## config.mk

```make
export PLATFORM = sky130hd
export DESIGN_NAME = quaternion_heading_azimuth
export DESIGN_NICKNAME = d
export VERILOG_FILES = /design/src/rtl/qha_pkg.sv /design/src/rtl/quaternion_heading_azimuth.sv /design/src/rtl/qha_datapath.sv /design/src/rtl/qha_ctrl.sv
export SDC_FILE = /design/constraint.sdc
export NUM_CORES = 2
export LEC_CHECK = 0
export BUFFER_PORTS_ARGS = -buffer_cell sky130_fd_sc_hd__buf_4
export CAP_MARGIN = 40
export CORE_MARGIN = 2
export CORE_UTILIZATION = 32
export CTS_BUF_LIST = sky130_fd_sc_hd__clkbuf_16
export DETAILED_ROUTE_END_ITERATION = 7
export HOLD_SLACK_MARGIN = 0.06
export PLACE_DENSITY = 0.48
export SLEW_MARGIN = 25
export SYNTH_ARGS = -nofsm -noshare
export SYNTH_HDL_FRONTEND = slang
export SYNTH_HIERARCHICAL = 1
export SYNTH_SLANG_ARGS = --single-unit
```

## constraint.sdc

```tcl
create_clock -name clk_i -period 8.6 [get_ports clk_i]
set_clock_uncertainty 0.05 [all_clocks]
set_input_delay 1.72 -clock clk_i [delete_from_list [all_inputs] [get_ports clk_i]]
set_output_delay 1.72 -clock clk_i [all_outputs]
set_load 0.01 [all_outputs]
```

## src/rtl/qha_pkg.sv

```systemverilog
// ----------------------------------------------------------------------------
// qha_pkg
// Shared types, constants and the arctangent table for the quaternion
// heading azimuth block.
// ----------------------------------------------------------------------------
package qha_pkg;

  // fixed-point formats
  localparam int FRACTION_BITS     = 14;
  localparam int CORDIC_ITERATIONS = 16;
  localparam int QUAT_W            = 16;
  localparam int CFG_W             = 15;
  localparam int AZ_W              = 16;
  localparam int PROD_W            = 32;
  localparam int ACC_W             = 33;
  localparam int COMP_W            = 35;
  localparam int MAG_W             = 34;
  localparam int CORD_W            = 44;
  localparam int ANG_W             = 32;
  localparam int ANG_FRAC          = 16;

  // normalisation: larger magnitude brought into [2^40, 2^41)
  localparam int NORM_BIT          = 40;
  localparam int COARSE_BIT        = 32;
  localparam int COARSE_SHIFT      = 8;

  // arctangent table
  localparam int TABLE_LEN         = 24;
  localparam int TIDX_W            = 5;

  // configuration reset values
  localparam logic [CFG_W-1:0] TILT_RESET = 15'd13107;
  localparam logic [CFG_W-1:0] EPS_RESET  = 15'd1;

  // 1.0 at twice the fraction bits
  localparam logic signed [COMP_W-1:0] UNIT_VAL =
    {{(COMP_W-1){1'b0}}, 1'b1} << (2 * FRACTION_BITS);

  // angles in centidegrees * 2^16
  localparam logic [ANG_W-1:0] QUARTER_TURN = 32'd589824000;
  localparam logic [ANG_W-1:0] HALF_TURN    = 32'd1179648000;
  localparam logic [ANG_W-1:0] FULL_TURN    = 32'd2359296000;
  localparam logic [ANG_W-1:0] ROUND_BIAS   = 32'd32768;
  localparam logic [AZ_W:0]    CENTIDEG_TURN = 17'd36000;

  // configuration register indexes
  typedef enum logic [0:0] {
    REG_TILT = 1'b0,
    REG_EPS  = 1'b1
  } cfg_reg_e;

  // product schedule of the shared multiplier
  typedef enum logic [2:0] {
    P_XY = 3'd0,
    P_WZ = 3'd1,
    P_XX = 3'd2,
    P_ZZ = 3'd3,
    P_YZ = 3'd4,
    P_WX = 3'd5,
    P_XZ = 3'd6,
    P_WY = 3'd7
  } prod_e;

  // controller states
  typedef enum logic [3:0] {
    ST_IDLE,
    ST_MUL,
    ST_SEL,
    ST_CHECK,
    ST_NORM,
    ST_ROT,
    ST_QUAD,
    ST_ROUND,
    ST_EMIT
  } state_e;

  // controller to datapath
  typedef struct packed {
    logic              load;
    logic              mul_en;
    prod_e             mul_sel;
    logic              acc_en;
    prod_e             acc_sel;
    logic              sel_en;
    logic              check_en;
    logic              norm_en;
    logic              rot_en;
    logic [TIDX_W-1:0] rot_idx;
    logic              quad_en;
    logic              round_en;
    logic              emit;
    logic              upd;
  } qha_cmd_t;

  // datapath to controller
  typedef struct packed {
    logic degenerate;
    logic zero_vec;
    logic norm_done;
  } qha_status_t;

  // atan(2^-i) in centidegrees * 2^16, rounded to nearest
  function automatic logic [ANG_W-1:0] atan_entry(input logic [TIDX_W-1:0] idx);
    logic [ANG_W-1:0] val;
    case (idx)
      5'd0:    val = 32'd294912000;
      5'd1:    val = 32'd174096719;
      5'd2:    val = 32'd91987925;
      5'd3:    val = 32'd46694507;
      5'd4:    val = 32'd23437865;
      5'd5:    val = 32'd11730358;
      5'd6:    val = 32'd5866610;
      5'd7:    val = 32'd2933484;
      5'd8:    val = 32'd1466764;
      5'd9:    val = 32'd733385;
      5'd10:   val = 32'd366693;
      5'd11:   val = 32'd183346;
      5'd12:   val = 32'd91673;
      5'd13:   val = 32'd45837;
      5'd14:   val = 32'd22918;
      5'd15:   val = 32'd11459;
      5'd16:   val = 32'd5730;
      5'd17:   val = 32'd2865;
      5'd18:   val = 32'd1432;
      5'd19:   val = 32'd716;
      5'd20:   val = 32'd358;
      5'd21:   val = 32'd179;
      5'd22:   val = 32'd90;
      5'd23:   val = 32'd45;
      default: val = '0;
    endcase
    return val;
  endfunction

endpackage

```

## src/rtl/quaternion_heading_azimuth.sv

```systemverilog
// ----------------------------------------------------------------------------
// quaternion_heading_azimuth
// Compass heading from a rotation quaternion, clockwise from north in
// hundredths of a degree.
// ----------------------------------------------------------------------------
// Usage
//   Input channel: quat_x/y/z/w (signed Q1.14) with in_valid_i / in_stall_o.
//   A transaction is taken at an edge with valid high and stall low; the
//   block then works on that one sample and stalls the input until it has
//   placed the result in its output register.
//   Output channel: azimuth, valid flag and updated flag with out_valid_o /
//   out_stall_i; exactly one result per input transaction.
//   Configuration: cfg_we_i / cfg_idx_i / cfg_wdata_i, written while idle.
//   Steps: the eight products run on one shared multiplier, then the
//   heading vector is chosen and checked, normalised by shifting and
//   rotated by one CORDIC iteration per cycle; a skipped sample goes from
//   the checks straight to the output, and a zero heading vector skips
//   normalisation and the CORDIC.
//   While the receiver stalls, the result is held and the next sample may be
//   fully computed; it then waits until the output register frees up.
//   Reset clears the held azimuth and valid flag and restores the thresholds.
// ----------------------------------------------------------------------------
module quaternion_heading_azimuth #(
  parameter int CORDIC_ITERATIONS = qha_pkg::CORDIC_ITERATIONS
) (
  input  logic                               clk_i,
  input  logic                               rst_ni,
  input  logic                               cfg_we_i,
  input  logic                               cfg_idx_i,
  input  logic [qha_pkg::CFG_W-1:0]          cfg_wdata_i,
  input  logic                               in_valid_i,
  output logic                               in_stall_o,
  input  logic signed [qha_pkg::QUAT_W-1:0]  quat_x_i,
  input  logic signed [qha_pkg::QUAT_W-1:0]  quat_y_i,
  input  logic signed [qha_pkg::QUAT_W-1:0]  quat_z_i,
  input  logic signed [qha_pkg::QUAT_W-1:0]  quat_w_i,
  output logic                               out_valid_o,
  input  logic                               out_stall_i,
  output logic [qha_pkg::AZ_W-1:0]           azimuth_centideg_o,
  output logic                               heading_valid_o,
  output logic                               heading_updated_o
);
  import qha_pkg::*;

  qha_cmd_t    cmd;
  qha_status_t status;

  // sequencer
  qha_ctrl #(
    .CORDIC_ITERATIONS (CORDIC_ITERATIONS)
  ) u_ctrl (
    .clk_i       (clk_i),
    .rst_ni      (rst_ni),
    .in_valid_i  (in_valid_i),
    .in_stall_o  (in_stall_o),
    .out_valid_o (out_valid_o),
    .out_stall_i (out_stall_i),
    .status_i    (status),
    .cmd_o       (cmd)
  );

  // arithmetic and held state
  qha_datapath u_datapath (
    .clk_i              (clk_i),
    .rst_ni             (rst_ni),
    .cfg_we_i           (cfg_we_i),
    .cfg_idx_i          (cfg_idx_i),
    .cfg_wdata_i        (cfg_wdata_i),
    .quat_x_i           (quat_x_i),
    .quat_y_i           (quat_y_i),
    .quat_z_i           (quat_z_i),
    .quat_w_i           (quat_w_i),
    .cmd_i              (cmd),
    .status_o           (status),
    .azimuth_centideg_o (azimuth_centideg_o),
    .heading_valid_o    (heading_valid_o),
    .heading_updated_o  (heading_updated_o)
  );

endmodule

```

## src/rtl/qha_datapath.sv

```systemverilog
// ----------------------------------------------------------------------------
// qha_datapath
// Configuration registers, shared multiplier with accumulators, heading
// vector selection, normalisation, iterative CORDIC, quadrant mapping and
// the held azimuth with the output register.
// ----------------------------------------------------------------------------
module qha_datapath (
  input  logic                                 clk_i,
  input  logic                                 rst_ni,
  input  logic                                 cfg_we_i,
  input  logic                                 cfg_idx_i,
  input  logic [qha_pkg::CFG_W-1:0]            cfg_wdata_i,
  input  logic signed [qha_pkg::QUAT_W-1:0]    quat_x_i,
  input  logic signed [qha_pkg::QUAT_W-1:0]    quat_y_i,
  input  logic signed [qha_pkg::QUAT_W-1:0]    quat_z_i,
  input  logic signed [qha_pkg::QUAT_W-1:0]    quat_w_i,
  input  qha_pkg::qha_cmd_t                    cmd_i,
  output qha_pkg::qha_status_t                 status_o,
  output logic [qha_pkg::AZ_W-1:0]             azimuth_centideg_o,
  output logic                                 heading_valid_o,
  output logic                                 heading_updated_o
);
  import qha_pkg::*;

  function automatic logic [MAG_W-1:0] abs_mag(input logic signed [COMP_W-1:0] v);
    logic signed [COMP_W-1:0] n;
    n = -v;
    return v[COMP_W-1] ? MAG_W'(n) : MAG_W'(v);
  endfunction

  logic [CFG_W-1:0]           tilt_q, eps_q;
  logic signed [QUAT_W-1:0]   qx_q, qy_q, qz_q, qw_q;
  logic signed [QUAT_W-1:0]   op_a, op_b;
  logic signed [PROD_W-1:0]   prod_d, prod_q;
  logic signed [ACC_W-1:0]    prod_ext;
  logic signed [ACC_W-1:0]    ey_q, ns_q, u_q, ez_q, nz_q;
  logic signed [COMP_W-1:0]   uy_e, uy_n, uy_u, fz_e, fz_n;
  logic [MAG_W-1:0]           tilt_lim, eps_lim;
  logic                       use_top;
  logic signed [COMP_W-1:0]   he_q, hn_q;
  logic [MAG_W-1:0]           he_mag, hn_mag;
  logic signed [CORD_W-1:0]   x_q, y_q, xs, ys;
  logic signed [ANG_W-1:0]    z_q, atan_val;
  logic                       coarse;
  logic [ANG_W-1:0]           zc, az_d, az_q;
  logic [ANG_W:0]             biased;
  logic [AZ_W:0]              rounded;
  logic [AZ_W-1:0]            round_d, round_q;
  logic [AZ_W-1:0]            held_az_q;
  logic                       have_q;
  logic [AZ_W-1:0]            out_az_q;
  logic                       out_have_q, out_upd_q;

  // configuration registers
  always_ff @(posedge clk_i or negedge rst_ni) begin
    if (!rst_ni) begin
      tilt_q <= TILT_RESET;
      eps_q  <= EPS_RESET;
    end else if (cfg_we_i) begin
      unique case (cfg_reg_e'(cfg_idx_i))
        REG_TILT: tilt_q <= cfg_wdata_i;
        REG_EPS:  eps_q  <= cfg_wdata_i;
        default:  ;
      endcase
    end
  end

  // capture of the accepted quaternion
  always_ff @(posedge clk_i) begin
    if (cmd_i.load) begin
      qx_q <= quat_x_i;
      qy_q <= quat_y_i;
      qz_q <= quat_z_i;
      qw_q <= quat_w_i;
    end
  end

  // operand selection for the shared multiplier
  always_comb begin
    case (cmd_i.mul_sel)
      P_XY:    begin op_a = qx_q; op_b = qy_q; end
      P_WZ:    begin op_a = qw_q; op_b = qz_q; end
      P_XX:    begin op_a = qx_q; op_b = qx_q; end
      P_ZZ:    begin op_a = qz_q; op_b = qz_q; end
      P_YZ:    begin op_a = qy_q; op_b = qz_q; end
      P_WX:    begin op_a = qw_q; op_b = qx_q; end
      P_XZ:    begin op_a = qx_q; op_b = qz_q; end
      P_WY:    begin op_a = qw_q; op_b = qy_q; end
      default: begin op_a = qx_q; op_b = qy_q; end
    endcase
  end

  assign prod_d   = op_a * op_b;
  assign prod_ext = ACC_W'(prod_q);

  always_ff @(posedge clk_i) begin
    if (cmd_i.mul_en) begin
      prod_q <= prod_d;
    end
  end

  // accumulate products into the rotated component sums
  always_ff @(posedge clk_i) begin
    if (cmd_i.load) begin
      ey_q <= '0;
      ns_q <= '0;
      u_q  <= '0;
      ez_q <= '0;
      nz_q <= '0;
    end else if (cmd_i.acc_en) begin
      case (cmd_i.acc_sel)
        P_XY:    ey_q <= ey_q + prod_ext;
        P_WZ:    ey_q <= ey_q - prod_ext;
        P_XX:    ns_q <= ns_q + prod_ext;
        P_ZZ:    ns_q <= ns_q + prod_ext;
        P_YZ:    begin
          u_q  <= u_q + prod_ext;
          nz_q <= nz_q + prod_ext;
        end
        P_WX:    begin
          u_q  <= u_q + prod_ext;
          nz_q <= nz_q - prod_ext;
        end
        P_XZ:    ez_q <= ez_q + prod_ext;
        P_WY:    ez_q <= ez_q + prod_ext;
        default: ;
      endcase
    end
  end

  // rotated axes and heading vector choice
  always_comb begin
    uy_e     = COMP_W'(ey_q) <<< 1;
    uy_n     = UNIT_VAL - (COMP_W'(ns_q) <<< 1);
    uy_u     = COMP_W'(u_q) <<< 1;
    fz_e     = -(COMP_W'(ez_q) <<< 1);
    fz_n     = -(COMP_W'(nz_q) <<< 1);
    tilt_lim = MAG_W'(tilt_q) << FRACTION_BITS;
    use_top  = abs_mag(uy_u) < tilt_lim;
  end

  always_ff @(posedge clk_i) begin
    if (cmd_i.sel_en) begin
      he_q <= use_top ? uy_e : fz_e;
      hn_q <= use_top ? uy_n : fz_n;
    end
  end

  // degenerate and zero vector checks, normalisation status and CORDIC shift terms
  always_comb begin
    he_mag              = abs_mag(he_q);
    hn_mag              = abs_mag(hn_q);
    eps_lim             = MAG_W'(eps_q) << FRACTION_BITS;
    status_o.degenerate = (he_mag < eps_lim) && (hn_mag < eps_lim);
    status_o.zero_vec   = (he_q == '0) && (hn_q == '0);
    status_o.norm_done  = (|x_q[CORD_W-1:NORM_BIT]) || (|y_q[CORD_W-1:NORM_BIT]);
    coarse              = ~(|x_q[CORD_W-1:COARSE_BIT]) && ~(|y_q[CORD_W-1:COARSE_BIT]);
    xs                  = x_q >>> cmd_i.rot_idx;
    ys                  = y_q >>> cmd_i.rot_idx;
    atan_val            = signed'(atan_entry(cmd_i.rot_idx));
  end

  // cordic load, normalisation and vectoring iterations
  always_ff @(posedge clk_i) begin
    if (cmd_i.check_en) begin
      x_q <= signed'(CORD_W'(hn_mag));
      y_q <= signed'(CORD_W'(he_mag));
      z_q <= '0;
    end else if (cmd_i.norm_en) begin
      x_q <= coarse ? (x_q <<< COARSE_SHIFT) : (x_q <<< 1);
      y_q <= coarse ? (y_q <<< COARSE_SHIFT) : (y_q <<< 1);
    end else if (cmd_i.rot_en) begin
      if (y_q > 0) begin
        x_q <= x_q + ys;
        y_q <= y_q - xs;
        z_q <= z_q + atan_val;
      end else begin
        x_q <= x_q - ys;
        y_q <= y_q + xs;
        z_q <= z_q - atan_val;
      end
    end
  end

  // clamp and map the first-quadrant angle to its quadrant
  always_comb begin
    if (z_q < 0) begin
      zc = '0;
    end else if (z_q > signed'(QUARTER_TURN)) begin
      zc = QUARTER_TURN;
    end else begin
      zc = unsigned'(z_q);
    end
    if (!hn_q[COMP_W-1] && !he_q[COMP_W-1]) begin
      az_d = zc;
    end else if (hn_q[COMP_W-1] && !he_q[COMP_W-1]) begin
      az_d = HALF_TURN - zc;
    end else if (hn_q[COMP_W-1]) begin
      az_d = HALF_TURN + zc;
    end else begin
      az_d = FULL_TURN - zc;
    end
  end

  always_ff @(posedge clk_i) begin
    if (cmd_i.quad_en) begin
      az_q <= az_d;
    end
  end

  // round half up to centidegrees and wrap the full circle
  always_comb begin
    biased  = {1'b0, az_q} + {1'b0, ROUND_BIAS};
    rounded = biased[ANG_W:ANG_FRAC];
    if (rounded >= CENTIDEG_TURN) begin
      round_d = AZ_W'(rounded - CENTIDEG_TURN);
    end else begin
      round_d = AZ_W'(rounded);
    end
  end

  always_ff @(posedge clk_i) begin
    if (cmd_i.round_en) begin
      round_q <= round_d;
    end
  end

  // held heading state
  always_ff @(posedge clk_i or negedge rst_ni) begin
    if (!rst_ni) begin
      held_az_q <= '0;
      have_q    <= 1'b0;
    end else if (cmd_i.emit && cmd_i.upd) begin
      held_az_q <= round_q;
      have_q    <= 1'b1;
    end
  end

  // output register
  always_ff @(posedge clk_i) begin
    if (cmd_i.emit) begin
      out_az_q   <= cmd_i.upd ? round_q : held_az_q;
      out_have_q <= cmd_i.upd | have_q;
      out_upd_q  <= cmd_i.upd;
    end
  end

  assign azimuth_centideg_o = out_az_q;
  assign heading_valid_o    = out_have_q;
  assign heading_updated_o  = out_upd_q;

endmodule

```

## src/rtl/qha_ctrl.sv

```systemverilog
// ----------------------------------------------------------------------------
// qha_ctrl
// Sequencer for one transaction: product schedule, selection, checks,
// normalisation, cordic iterations, rounding and the output handshake.
// ----------------------------------------------------------------------------
module qha_ctrl #(
  parameter int CORDIC_ITERATIONS = qha_pkg::CORDIC_ITERATIONS
) (
  input  logic                  clk_i,
  input  logic                  rst_ni,
  input  logic                  in_valid_i,
  output logic                  in_stall_o,
  output logic                  out_valid_o,
  input  logic                  out_stall_i,
  input  qha_pkg::qha_status_t  status_i,
  output qha_pkg::qha_cmd_t     cmd_o
);
  import qha_pkg::*;

  localparam int RotSteps = (CORDIC_ITERATIONS < TABLE_LEN) ? CORDIC_ITERATIONS : TABLE_LEN;
  localparam int SelW     = $bits(prod_e);
  localparam int MulSteps = 2 ** SelW;
  localparam int CntW     = $clog2(((RotSteps > MulSteps) ? RotSteps : MulSteps) + 1);

  state_e          state_q, state_d;
  logic [CntW-1:0] cnt_q, cnt_d, cnt_m1;
  logic            upd_q, upd_d;
  logic            out_valid_q, out_valid_d;

  // state and control registers
  always_ff @(posedge clk_i or negedge rst_ni) begin
    if (!rst_ni) begin
      state_q     <= ST_IDLE;
      cnt_q       <= '0;
      upd_q       <= 1'b0;
      out_valid_q <= 1'b0;
    end else begin
      state_q     <= state_d;
      cnt_q       <= cnt_d;
      upd_q       <= upd_d;
      out_valid_q <= out_valid_d;
    end
  end

  assign cnt_m1 = cnt_q - 1'b1;

  // next state and commands
  always_comb begin
    state_d        = state_q;
    cnt_d          = cnt_q;
    upd_d          = upd_q;
    out_valid_d    = out_valid_q & out_stall_i;
    cmd_o          = '0;
    cmd_o.mul_sel  = prod_e'(cnt_q[SelW-1:0]);
    cmd_o.acc_sel  = prod_e'(cnt_m1[SelW-1:0]);
    cmd_o.rot_idx  = TIDX_W'(cnt_q);
    cmd_o.upd      = upd_q;
    unique case (state_q)
      ST_IDLE: begin
        if (in_valid_i) begin
          cmd_o.load = 1'b1;
          cnt_d      = '0;
          state_d    = ST_MUL;
        end
      end
      ST_MUL: begin
        cmd_o.mul_en = cnt_q < CntW'(MulSteps);
        cmd_o.acc_en = cnt_q != '0;
        if (cnt_q == CntW'(MulSteps)) begin
          state_d = ST_SEL;
        end else begin
          cnt_d = cnt_q + 1'b1;
        end
      end
      ST_SEL: begin
        cmd_o.sel_en = 1'b1;
        state_d      = ST_CHECK;
      end
      ST_CHECK: begin
        cmd_o.check_en = 1'b1;
        if (status_i.degenerate) begin
          upd_d   = 1'b0;
          state_d = ST_EMIT;
        end else begin
          upd_d   = 1'b1;
          state_d = status_i.zero_vec ? ST_QUAD : ST_NORM;
        end
      end
      ST_NORM: begin
        if (status_i.norm_done) begin
          cnt_d   = '0;
          state_d = ST_ROT;
        end else begin
          cmd_o.norm_en = 1'b1;
        end
      end
      ST_ROT: begin
        cmd_o.rot_en = 1'b1;
        if (cnt_q == CntW'(RotSteps - 1)) begin
          state_d = ST_QUAD;
        end else begin
          cnt_d = cnt_q + 1'b1;
        end
      end
      ST_QUAD: begin
        cmd_o.quad_en = 1'b1;
        state_d       = ST_ROUND;
      end
      ST_ROUND: begin
        cmd_o.round_en = 1'b1;
        state_d        = ST_EMIT;
      end
      ST_EMIT: begin
        if (!out_valid_q || !out_stall_i) begin
          cmd_o.emit  = 1'b1;
          out_valid_d = 1'b1;
          state_d     = ST_IDLE;
        end
      end
      default: begin
        state_d = ST_IDLE;
      end
    endcase
  end

  assign in_stall_o  = state_q != ST_IDLE;
  assign out_valid_o = out_valid_q;

endmodule
```

==> flow_metrics.py <==
metrics = {
    "floorplanning": {
        "initial_core_util_pct": 32.28,
        "core-area_mm2": 0.1906,
        "die_width_um": 442.5,
        "rows": 160,
        "ioPinCount": 105,
        "die_height_um": 442.5,
        "die_area_mm2": 0.1958,
    },
    "detailed_routing": {
        "route.detailed.vias_per_inst": 5.554,
        "ant_nets": 0,
        "wirelength_um": 225500,
        "via_count": 55510,
        "dr.first_iter.drc_count": 4823,
        "detailed_route_drc_error_count": 0,
        "route.detailed.wl_per_inst_um": 22.57,
        "drtPass1Iterations": 6,
    },
    "synthesis": {
        "synthTopCellsByArea": "sky130_fd_sc_hd__edfxtp_1 (14%), sky130_fd_sc_hd__fa_1 (8.8%), sky130_fd_sc_hd__ha_1 (8.7%)",
        "synth.lib_cells_used.distinct": 116,
        "syn_inst": 7402,
        "synth_fp_nets": 8184,
        "yosysTopAreaCellShare_pct": 13.81,
        "synth-seq-area-share_pct": 23.25,
        "synth_area_leader_cell": "sky130_fd_sc_hd__edfxtp_1",
        "yosys_register_bits": 558,
        "synth-edff-count": 283,
        "synth_flop_cell": "sky130_fd_sc_hd__edfxtp_1",
        "post_synth.cell_area_avg_um2": 8.311,
        "synth_warnings": 6,
        "postSynth.asyncResetShare_pct": 10.39,
        "syn-cell-area_mm2": 0.06152,
    },
    "critical_path": {
        "timing.critical_path.mode_cell": "sky130_fd_sc_hd__fa_1",
        "regToRegSetupSlack_ns": 0.91,
        "critPathArrivalTime_ns": 8.11,
        "critical_path.endpoint": "u_datapath/prod_q[31]",
        "timing.critical_path.slowest_stage_cell": "sky130_fd_sc_hd__fa_1",
        "reg2reg_to": "u_datapath/prod_q[31]",
        "worst-endpoint-required_ns": 9.01,
        "timing.setup.critical_path_class": "reg -> reg",
        "critPathCaptureType": "flop",
        "worst_setup_path_startpoint": "u_ctrl/cnt_q[2]",
        "reg2reg_depth": 28,
        "max_stage_delay_ns": 0.55,
        "worstReg2RegStart": "u_ctrl/cnt_q[2]",
        "kind_of_start_point_of_the_critical_path": "flop",
        "path_max_fanout": 16,
    },
    "global_route": {
        "number_of_antenna_violations_at_the_first_check_in_global_routing": 9,
        "track_usage_pct": 22.55,
        "grt_pass1_wl_um": 342400,
        "pin_count_of_the_biggest_net_entering_global_routing": 141,
        "first_global_vias": 54820,
        "grt.overflow.total": 0,
    },
    "clock_network": {
        "cts_tree": "yes",
        "cts.root.buffer_cell": "sky130_fd_sc_hd__clkbuf_16",
        "post_cts_hold_buffer_count": 0,
        "post_cts.resized_instances": 0,
        "cts_num_sinks": 558,
        "post-cts-setup-buffers": 0,
        "clock_latency_ns": 0.72,
        "cts-root-to-sink-buffers": 3,
        "clkSlewWorstSetupHoldPaths_ns": 0.06,
        "tritoncts.num_buffers": 75,
        "ctsHtreeMaxLevel": 3,
    },
    "finish": {
        "flow.area_growth_from_synthesis_pct": 10.90,
        "finish.net_count": 8199,
        "layout-drive-gt1-share_pct": 9.132,
    },
    "timing": {
        "timing.final.crit_share_pct": 89.47,
        "setup_slack_ns": 0.9059,
        "maxSlewViolCount": 0,
        "setup_viol": 0,
        "fin_setup_tns_ns": 0,
        "period_minus_slack_ns": 7.694,
        "grt_setup_unrepaired": "false",
        "worst-slew-pin-transition_ns": 0.9950,
        "timing.final.hold_violations": 0,
        "slew_headroom_pct": 33.19,
        "max_clock_freq_ghz": 0.1300,
    },
    "placement": {
        "place_congestion": 0.9520,
        "place_hpwl_um": 176300,
        "port_buffers": 104,
        "dp_worst_setup_slack_ns": 0.8161,
    },
    "run": {
        "max_cap_violations": 0,
    },
    "min_path": {
        "worst_hold_path_class": "reg -> reg",
    },
    "run_status": {
        "run_status": "finished, final reports clean",
    },
}
-- layout make-up --
cell class                      instances  area [µm²]
Tap cell                             2511        3142
Timing Repair Buffer                  293        2381
Multi-Input combinational cell       5962       43840
Clock inverter                         64       681.9
Antenna cell                            4       10.01
Sequential cell                       558       14320
Clock buffer                           75        1877
Fill cell                           19890      122400
Inverter                              527        1978
-- layout by cell type, fill, tap and decap left out, types with 217 or more instances in the layout --
cell type / synthesis / routed
sky130_fd_sc_hd__dfxtp_1: 217 / 217
sky130_fd_sc_hd__xnor2_1: 377 / 376
sky130_fd_sc_hd__o21ai_0: 398 / 398
sky130_fd_sc_hd__xor2_1: 234 / 234
sky130_fd_sc_hd__inv_1: 522 / 536
sky130_fd_sc_hd__a21oi_1: 628 / 627
sky130_fd_sc_hd__nand2_1: 958 / 957
sky130_fd_sc_hd__buf_4: 13 / 263
sky130_fd_sc_hd__edfxtp_1: 283 / 283
sky130_fd_sc_hd__fa_1: 270 / 270
sky130_fd_sc_hd__nor2_1: 601 / 596
sky130_fd_sc_hd__ha_1: 427 / 427
-- flip-flops by register name, summed over array words and instances, names as in the netlist, 17 cells and up --
name and cells:
u_datapath/he_q 34, u_datapath/prod_q 32, u_datapath/y_q 44, u_datapath/z_q 32, u_datapath/ey_q 33, u_datapath/x_q 44
u_datapath/ns_q 33, u_datapath/nz_q 33, u_datapath/hn_q 34, u_datapath/ez_q 33, u_datapath/u_q 33, u_datapath/az_q 17
-- worst max-delay path, delay by kind of cell, from the launching register on --
family | cells | cell delay (ns)
xor gates and xnor gates | 1 | 0.13
AOI/OAI and AO/OA | 10 | 2.18
buffers and inverters | 6 | 0.69
and+or+nand+nor | 4 | 0.49
adders and majority gates | 7 | 3.40
DFF | 1 | 0.53
-- through the flow --
stage | hold WS, ns | instances | instance area (µm²) | utilization (%)
2_1_floorplan | 0.3752 | 7402 | 61520 | -
3_3_place_gp | 0.3912 | 9827 | 65360 | 34.29
3_5_place_dp | 0.3941 | 9842 | 65570 | 34.40
4_1_cts | 0.4120 | 9981 | 68130 | 35.75
5_1_grt | 0.4441 | 9990 | 68220 | 35.79
6_report | 0.4057 | 9994 | 68230 | 35.80
-- cell usage after synthesis, drive strengths merged (156+ instances only) --
| master | instances |
|---|---|
| nand2 | 959 |
| a21oi | 630 |
| nor2 | 602 |
| inv | 524 |
| ha | 427 |
| o21ai | 408 |
| xnor2 | 377 |
| edfxtp | 283 |
| fa | 270 |
| clkbuf | 262 |
| xor2 | 234 |
| dfxtp | 217 |
| a21o | 177 |
| mux2i | 162 |
| nor3 | 156 |
-- cell families after synthesis --
group                    Yosys count  synth area share, %
AND/OR/NAND/NOR                 2403                17.99
adder cells (fa/ha/maj)          697                17.47
XOR/XNOR                         611                8.699
flip-flops                       558                23.25
AO/OA/AOI/OAI                   1907                19.53
multiplexers                     344                7.367
buffers and inverters            882                5.695
-- how the worst min path moves through the flow --
stage                                  from  slack, ns  cells after the start           endpoint
final                     u_datapath/have_q       0.41                      1  u_datapath/have_q
after global routing      u_datapath/have_q       0.44                      1  u_datapath/have_q
after CTS                 u_datapath/have_q       0.41                      1  u_datapath/have_q
after detailed placement  u_datapath/have_q       0.39                      1  u_datapath/have_q
after global placement    u_datapath/have_q       0.39                      1  u_datapath/have_q
after floorplan           u_datapath/have_q       0.38                      1  u_datapath/have_q
-- layer usage --
metal / track usage [%] / wire [µm] / vias to the layer above
li1: - / - / 26430
met1: 29.79 / 99270 / 27120
met2: 37.56 / 105200 / 1620
met3: 2.675 / 11950 / 342
met4: 8.556 / 9130 / 2
met5: 0 / 20 / -
Power is not shown: default switching activity piles up to over one toggle a cycle in this logic, so the estimate is an artifact.
